## config.mk

```make
export PLATFORM = sky130hd
export DESIGN_NAME = framed_error_pd_servo_controller_unit
export DESIGN_NICKNAME = d
export VERILOG_FILES = /design/src/hw/rtl/fepsc_pkg.sv /design/src/hw/rtl/framed_error_pd_servo_controller_unit.sv /design/src/hw/rtl/fepsc_pd_axis.sv
export SDC_FILE = /design/constraint.sdc
export NUM_CORES = 2
export LEC_CHECK = 0
export BUFFER_PORTS_ARGS = -buffer_cell sky130_fd_sc_hd__clkbuf_2
export CORE_MARGIN = 2
export CORE_UTILIZATION = 30
export CTS_CLUSTER_DIAMETER = 80
export DETAILED_ROUTE_END_ITERATION = 8
export GPL_TIMING_DRIVEN = 0
export PLACE_DENSITY_LB_ADDON = 0.12
export SLEW_MARGIN = 5
export SYNTH_ARGS = -nofsm -noshare
export SYNTH_HDL_FRONTEND = slang
export SYNTH_HIERARCHICAL = 1
export SYNTH_SLANG_ARGS = --single-unit
```

## constraint.sdc

```tcl
create_clock -name clk -period 29.5 [get_ports clk]
set_input_delay 4.425 -clock clk [delete_from_list [all_inputs] [get_ports clk]]
set_output_delay 4.425 -clock clk [all_outputs]
set_load 0.02 [all_outputs]
```

## src/hw/rtl/fepsc_pkg.sv

```systemverilog
// ----------------------------------------------------------------------------
// fepsc_pkg
// Shared types and constants for the framed-error PD servo controller.
// ----------------------------------------------------------------------------
package fepsc_pkg;

	localparam int GAIN_W   = 16;
	localparam int LIMIT_W  = 12;
	localparam int CFG_W    = 16;
	localparam int CFG_IDX_W = 3;
	localparam int ERR_W    = 16;

	localparam logic [7:0] FRAME_HEAD = 8'hAA;
	localparam logic [7:0] FRAME_TAIL = 8'h55;

	// Configuration register indexes
	localparam logic [CFG_IDX_W-1:0] REG_PAN_PROP   = 3'd0;
	localparam logic [CFG_IDX_W-1:0] REG_PAN_DERIV  = 3'd1;
	localparam logic [CFG_IDX_W-1:0] REG_TILT_PROP  = 3'd2;
	localparam logic [CFG_IDX_W-1:0] REG_TILT_DERIV = 3'd3;
	localparam logic [CFG_IDX_W-1:0] REG_FLOOR      = 3'd4;
	localparam logic [CFG_IDX_W-1:0] REG_CEILING    = 3'd5;

	// Command codes
	localparam logic CMD_BYTE = 1'b0;
	localparam logic CMD_TICK = 1'b1;

	// Frame receiver position codes
	localparam logic [2:0] POS_IDLE = 3'd0;
	localparam logic [2:0] POS_TAIL = 3'd5;

	typedef struct packed {
		logic [GAIN_W-1:0] prop;
		logic [GAIN_W-1:0] deriv;
	} gain_pair_t;

	typedef struct packed {
		logic [LIMIT_W-1:0] lo;
		logic [LIMIT_W-1:0] hi;
	} pulse_limits_t;

endpackage

```

## src/hw/rtl/framed_error_pd_servo_controller_unit.sv

```systemverilog
// ----------------------------------------------------------------------------
// framed_error_pd_servo_controller_unit
// Framed serial error receiver driving a two-axis PD servo loop.
// ----------------------------------------------------------------------------
// Output: a transfer's result is valid in the output register in the next cycle.
// Throughput: one item per cycle unless out_ready stalls; the output register
// frees in the same cycle it is taken; in_ready follows out_ready combinationally.
// Reset: gains and limits to defaults, pulses to center (1500), errors,
// frame position and indicator to zero; the output register empties.
// ----------------------------------------------------------------------------
module framed_error_pd_servo_controller_unit
	import fepsc_pkg::*;
#(
	parameter int GAIN_FRAC_BITS = 16,
	parameter int PULSE_BITS     = 12
) (
	input  logic                  clk,
	input  logic                  arst_n,

	input  logic                  in_valid,
	output logic                  in_ready,
	input  logic                  command,
	input  logic [7:0]            rx_byte,

	output logic                  out_valid,
	input  logic                  out_ready,
	output logic [PULSE_BITS-1:0] pan_width,
	output logic [PULSE_BITS-1:0] tilt_width,
	output logic                  frame_accepted,
	output logic                  frame_dropped,
	output logic                  indicator,

	input  logic                  cfg_we,
	input  logic [CFG_IDX_W-1:0]  cfg_index,
	input  logic [CFG_W-1:0]      cfg_data
);

	localparam logic [PULSE_BITS-1:0] PULSE_CENTER = PULSE_BITS'(1500);

	gain_pair_t    pan_gain_q, tilt_gain_q;
	pulse_limits_t limits_q;

	logic [2:0]              frame_pos_q;
	logic [7:0]              payload_q [4];
	logic signed [ERR_W-1:0] pan_err_q, tilt_err_q, pan_err_before_q, tilt_err_before_q;
	logic [PULSE_BITS-1:0]   pan_now_q, tilt_now_q;
	logic                    indicator_q;

	logic                    out_valid_q;
	logic [PULSE_BITS-1:0]   pan_out_q, tilt_out_q;
	logic                    accepted_q, dropped_q, indicator_out_q;

	logic                    xfer;
	logic                    is_tick, is_tail, tail_good;
	logic [PULSE_BITS-1:0]   pan_next, tilt_next;

	assign in_ready  = !out_valid_q || out_ready;
	assign xfer      = in_valid && in_ready;
	assign is_tick   = (command == CMD_TICK);
	assign is_tail   = !is_tick && (frame_pos_q == POS_TAIL);
	assign tail_good = is_tail && (rx_byte == FRAME_TAIL);

	fepsc_pd_axis #(
		.GAIN_FRAC_BITS(GAIN_FRAC_BITS),
		.PULSE_BITS    (PULSE_BITS)
	) u_pan (
		.gains     (pan_gain_q),
		.limits    (limits_q),
		.subtract  (1'b1),
		.err       (pan_err_q),
		.err_before(pan_err_before_q),
		.pulse_now (pan_now_q),
		.pulse_next(pan_next)
	);

	fepsc_pd_axis #(
		.GAIN_FRAC_BITS(GAIN_FRAC_BITS),
		.PULSE_BITS    (PULSE_BITS)
	) u_tilt (
		.gains     (tilt_gain_q),
		.limits    (limits_q),
		.subtract  (1'b0),
		.err       (tilt_err_q),
		.err_before(tilt_err_before_q),
		.pulse_now (tilt_now_q),
		.pulse_next(tilt_next)
	);

	// configuration registers
	always_ff @(posedge clk or negedge arst_n) begin
		if (!arst_n) begin
			pan_gain_q  <= '{prop: 16'd5243, deriv: 16'd1311};
			tilt_gain_q <= '{prop: 16'd5243, deriv: 16'd1311};
			limits_q    <= '{lo: 12'd500, hi: 12'd2500};
		end else if (cfg_we) begin
			case (cfg_index)
				REG_PAN_PROP:   pan_gain_q.prop   <= cfg_data;
				REG_PAN_DERIV:  pan_gain_q.deriv  <= cfg_data;
				REG_TILT_PROP:  tilt_gain_q.prop  <= cfg_data;
				REG_TILT_DERIV: tilt_gain_q.deriv <= cfg_data;
				REG_FLOOR:      limits_q.lo       <= cfg_data[LIMIT_W-1:0];
				REG_CEILING:    limits_q.hi       <= cfg_data[LIMIT_W-1:0];
				default: ;
			endcase
		end
	end

	// frame payload bytes, always written before the tail reads them
	always_ff @(posedge clk) begin
		if (xfer && !is_tick && frame_pos_q != POS_IDLE && frame_pos_q != POS_TAIL) begin
			payload_q[2'(frame_pos_q - 3'd1)] <= rx_byte;
		end
	end

	// controller state
	always_ff @(posedge clk or negedge arst_n) begin
		if (!arst_n) begin
			frame_pos_q       <= POS_IDLE;
			pan_err_q         <= '0;
			tilt_err_q        <= '0;
			pan_err_before_q  <= '0;
			tilt_err_before_q <= '0;
			pan_now_q         <= PULSE_CENTER;
			tilt_now_q        <= PULSE_CENTER;
			indicator_q       <= 1'b0;
		end else if (xfer) begin
			if (is_tick) begin
				pan_now_q         <= pan_next;
				tilt_now_q        <= tilt_next;
				pan_err_before_q  <= pan_err_q;
				tilt_err_before_q <= tilt_err_q;
			end else if (frame_pos_q == POS_IDLE) begin
				if (rx_byte == FRAME_HEAD) begin
					frame_pos_q <= 3'd1;
				end
			end else if (is_tail) begin
				frame_pos_q <= POS_IDLE;
				if (tail_good) begin
					pan_err_q   <= $signed({payload_q[0], payload_q[1]});
					tilt_err_q  <= $signed({payload_q[2], payload_q[3]});
					indicator_q <= !indicator_q;
				end
			end else begin
				frame_pos_q <= frame_pos_q + 3'd1;
			end
		end
	end

	// output register
	always_ff @(posedge clk or negedge arst_n) begin
		if (!arst_n) begin
			out_valid_q <= 1'b0;
		end else if (xfer) begin
			out_valid_q <= 1'b1;
		end else if (out_ready) begin
			out_valid_q <= 1'b0;
		end
	end

	always_ff @(posedge clk) begin
		if (xfer) begin
			pan_out_q       <= is_tick ? pan_next : pan_now_q;
			tilt_out_q      <= is_tick ? tilt_next : tilt_now_q;
			accepted_q      <= tail_good;
			dropped_q       <= is_tail && !tail_good;
			indicator_out_q <= tail_good ? !indicator_q : indicator_q;
		end
	end

	assign out_valid      = out_valid_q;
	assign pan_width      = pan_out_q;
	assign tilt_width     = tilt_out_q;
	assign frame_accepted = accepted_q;
	assign frame_dropped  = dropped_q;
	assign indicator      = indicator_out_q;

	a_pos_range: assert property (@(posedge clk) disable iff (!arst_n)
		frame_pos_q <= POS_TAIL)
		else $error("frame position out of range");

	a_flags_exclusive: assert property (@(posedge clk) disable iff (!arst_n)
		out_valid_q |-> !(accepted_q && dropped_q))
		else $error("frame both accepted and dropped");

	a_indicator_toggle: assert property (@(posedge clk) disable iff (!arst_n)
		(xfer && tail_good) |=> (indicator_q != $past(indicator_q)))
		else $error("indicator did not toggle on good frame");

	a_tick_in_limits: assert property (@(posedge clk) disable iff (!arst_n)
		(xfer && is_tick && !cfg_we && limits_q.lo <= limits_q.hi) |=>
		(pan_now_q >= PULSE_BITS'(limits_q.lo) && pan_now_q <= PULSE_BITS'(limits_q.hi)
		&& tilt_now_q >= PULSE_BITS'(limits_q.lo) && tilt_now_q <= PULSE_BITS'(limits_q.hi)))
		else $error("pulse outside limits after tick");

	a_out_matches_state: assert property (@(posedge clk) disable iff (!arst_n)
		(xfer && is_tick) |=> (pan_out_q == pan_now_q && tilt_out_q == tilt_now_q))
		else $error("output pulse differs from servo state");

endmodule

```

## src/hw/rtl/fepsc_pd_axis.sv

```systemverilog
// ----------------------------------------------------------------------------
// fepsc_pd_axis
// One servo axis: PD adjustment, truncated toward zero, applied to the
// current pulse and clamped to the pulse limits. Purely combinational.
// ----------------------------------------------------------------------------
module fepsc_pd_axis
	import fepsc_pkg::*;
#(
	parameter int GAIN_FRAC_BITS = 16,
	parameter int PULSE_BITS     = 12
) (
	input  gain_pair_t                gains,
	input  pulse_limits_t             limits,
	input  logic                      subtract,
	input  logic signed [ERR_W-1:0]   err,
	input  logic signed [ERR_W-1:0]   err_before,
	input  logic [PULSE_BITS-1:0]     pulse_now,
	output logic [PULSE_BITS-1:0]     pulse_next
);

	localparam int DIFF_W = ERR_W + 1;
	localparam int PP_W   = GAIN_W + 1 + ERR_W;
	localparam int PD_W   = GAIN_W + 1 + DIFF_W;
	localparam int SUM_W  = PD_W + 1;
	localparam int NW     = SUM_W + 1;

	logic signed [DIFF_W-1:0] diff;
	logic signed [PP_W-1:0]   prod_p;
	logic signed [PD_W-1:0]   prod_d;
	logic signed [SUM_W-1:0]  sum;
	logic signed [SUM_W-1:0]  biased;
	logic signed [SUM_W-1:0]  adj;
	logic signed [NW-1:0]     adj_x;
	logic signed [NW-1:0]     pulse_x;
	logic signed [NW-1:0]     lo_x;
	logic signed [NW-1:0]     hi_x;
	logic signed [NW-1:0]     moved;

	assign diff   = DIFF_W'(err) - DIFF_W'(err_before);
	assign prod_p = $signed({1'b0, gains.prop}) * err;
	assign prod_d = $signed({1'b0, gains.deriv}) * diff;
	assign sum    = SUM_W'(prod_p) + SUM_W'(prod_d);

	// bias negative sums so the arithmetic shift truncates toward zero
	assign biased = sum[SUM_W-1] ? sum + SUM_W'((64'd1 << GAIN_FRAC_BITS) - 64'd1) : sum;
	assign adj    = biased >>> GAIN_FRAC_BITS;
	assign adj_x  = NW'(adj);

	assign pulse_x = $signed(NW'(pulse_now));
	assign lo_x    = $signed(NW'(limits.lo));
	assign hi_x    = $signed(NW'(limits.hi));
	assign moved   = subtract ? pulse_x - adj_x : pulse_x + adj_x;

	always_comb begin
		if (moved < lo_x) begin
			pulse_next = PULSE_BITS'(limits.lo);
		end else if (moved > hi_x) begin
			pulse_next = PULSE_BITS'(limits.hi);
		end else begin
			pulse_next = moved[PULSE_BITS-1:0];
		end
	end

endmodule

```

==> qor.csv <==
metric,value,unit
r2r_setup_slack,10.17,ns
ys_ff_latch,240,
cts_buffer_depth,3,
grtUsageTotal,19.94,%
pwr_density_cell,67.15,mW/mm²
dp.cells,8013,
grt_overflow,0,
end_kind,register,
dr.first_iter.drc_count,2159,
busiest_layer,met1,
synthTopCellsByArea,"fa_1, ha_1, inv_1",
clk_pin_slew,0.06,ns
num-nets-final,7237,
p_leak,29.11,nW
via_per_inst,4.713,
synth_cell_types,128,
outcome,finished clean,
critPathLaunchType,register,
core,0.1742,mm²
synth-edff-count,59,
grt_pass1_vias,40380,
cts_made_buffers,37,
clkSinkCount,240,
synth_ff_type,dfrtp_1,
syn_area,0.05265,mm²
drive_above_1_share,8.200,%
cts_tree,done,
wire_per_inst,21.59,µm
synthCells,5625,
syn2layout_area_growth,8.655,%
yosys.area.top_type_share,35.66,%
row_count,153,
grt_pass1_wl,268200,µm
numPortBuffers,59,
worst_pin_slew,1.334,ns
die_h,422.9,µm
grt_setup_unrepaired,false,
peakVddDrop,0.0001499,V
detail-route-antenna-nets,0,
final_cells,8092,
die_w,422.9,µm
hold_violations,0,
arrival,19.65,ns
cts_resized,0,
max_cap_viol_count,0,
slew_violations,0,
fin_setup_tns,0,ns
grt_use_met3,2.590,%
fin_skew,0.02939,ns
place.gp.congestion,0.8606,
fin_crit_sh,65.54,%
setup_viol_count_final,0,
num_vias,38130,
cp_slowest_stage_delay,0.83,ns
dr.pass1.iters,8,
max_clock_freq,51.72,MHz
io_pins,62,
syn-num-nets,7135,
cts_hold_buffers,0,
hpwl,148000,µm
start_util,30.22,%
critPathKind,register to register,
min_path_type,register to register,
hold_ws,0.4545,ns
htreeDepth,2,
async_flop_share,75.42,%
use_met2,29.62,%
crit_path_top_delay_cell,a21oi_1,
yosys_warnings,6,
synth_top_area_cell,fa_1,
layout_min_cycle_time,19.33,ns
root_buffer,clkbuf_16,
gr-usage-met1,31.16,%
max_slew_margin,10.36,%
grt_max_degree,91,
syn_avg_cell_area,9.360,µm²
worst_ep_required_time,29.82,ns
routed_wl,174700,µm
dieArea,0.1789,mm²
worstPathMaxFanout,10,
clkLatencyLatePin,0.58,ns
drc,0,
antenna_found_initial,25,
cts_setup_buffers,0,
ys_seq_area_share,12.10,%
==> final timing paths <==
check                                 from                     to  depth (start not counted)
hold reg to reg            payload_q[2][6]         tilt_err_q[14]                          1
setup / recovery             tilt_err_q[0]          tilt_width[4]                         65
min in group asynchronous           arst_n           limits_q[21]                          1
setup reg to reg             tilt_err_q[0]          tilt_width[4]                         65
max in group asynchronous           arst_n  tilt_err_before_q[15]                          3
hold / removal             payload_q[2][6]         tilt_err_q[14]                          1
==> cell usage after synthesis (55+ instances only) <==
| cell | n |
|---|---|
| dfrtp_1 | 126 |
| o21ai_0 | 105 |
| inv_1 | 1172 |
| nand2_1 | 765 |
| mux2_2 | 145 |
| edfxtp_1 | 59 |
| dfstp_2 | 55 |
| a21oi_1 | 121 |
| ha_1 | 539 |
| fa_1 | 938 |
| xnor2_1 | 71 |
| and2_1 | 352 |
| nor2b_1 | 80 |
| nor2_1 | 192 |
| clkbuf_1 | 158 |
==> metrics by stage <==
| stage | power (mW) | setup WS (ns) | cell area [µm²] | utilization, % |
|---|---|---|---|---|
| after global routing | 4.224 | 8.831 | 57190 | 32.83 |
| after global placement | 3.377 | 10.11 | 55860 | 32.06 |
| after CTS | 3.872 | 10.03 | 57180 | 32.82 |
| after detailed placement | 3.380 | 10.22 | 55950 | 32.12 |
| final | 3.841 | 10.17 | 57210 | 32.84 |
| after floorplan | 2.490 | 14.73 | 52650 | - |
==> metal layers <==
layer	vias to the layer above	wire, µm
met1	19540	89640
met4	6	2053
li1	17790	-
met2	691	74320
met5	-	38
met3	107	8685
==> power breakdown <==
group / total [mW] / switching (mW) / internal [mW]
combinational: 2.86 / 1.74 / 1.12
clock: 0.449 / 0.189 / 0.260
sequential: 0.535 / 0.106 / 0.428
total: 3.84 / 2.03 / 1.81
==> cells in the final DEF, fill, tap and decap left out, types with 105 or more instances in the layout <==
cell type	synthesis	final
and2_1	352	352
dfrtp_1	126	126
fa_1	938	938
nand2_1	765	765
nor2_1	192	192
a21oi_1	121	121
o21ai_0	105	105
mux2_2	145	145
ha_1	539	539
clkbuf_1	158	160
inv_1	1172	1172
==> area by class of cell <==
cell class | instances | area (µm²)
Clock inverter | 23 | 209.0
Fill cell | 18330 | 117000
Clock buffer | 45 | 1017
Sequential cell | 240 | 6370
Buffer | 194 | 877.1
Timing Repair Buffer | 63 | 386.6
Inverter | 1176 | 4414
Antenna cell | 11 | 27.53
Tap cell | 2325 | 2909
Multi-Input combinational cell | 4015 | 41000
==> kinds of logic (layout without fill, tap and decap cells) <==
kind of cell | count (synthesis) | count (layout) | share of synthesized area (%)
muxes | 194 | 194 | 4.273
buffers and inverters | 1370 | 1501 | 10.05
adders and majority gates | 1477 | 1477 | 48.47
DFF | 240 | 240 | 12.10
other | 2 | 13 | 0.01426
xor gates and xnor gates | 113 | 113 | 1.923
AOI/OAI and AO/OA | 536 | 536 | 7.158
and+or+nand+nor | 1693 | 1693 | 16.01
==> critical path: cells and delay by family (launching register included) <==
family                   cells  cell delay [ns]
AO/OA/AOI/OAI               32             7.72
AND/OR/NAND/NOR              9             1.55
buffers and inverters        5             1.86
adder cells (fa/ha/maj)     14             6.05
XOR/XNOR                     4             0.97
multiplexers                 1             0.28
flip-flops                   1             0.62
==> state kept, by name (all words and copies together), names as in the netlist, 16 cells and up <==
register / flops
pan_gain_q: 32
payload_q: 32
tilt_gain_q: 32
limits_q: 24
pan_err_before_q: 16
pan_err_q: 16
tilt_err_before_q: 16
tilt_err_q: 16
No activity file was read; power rests on OpenSTA's default activity.
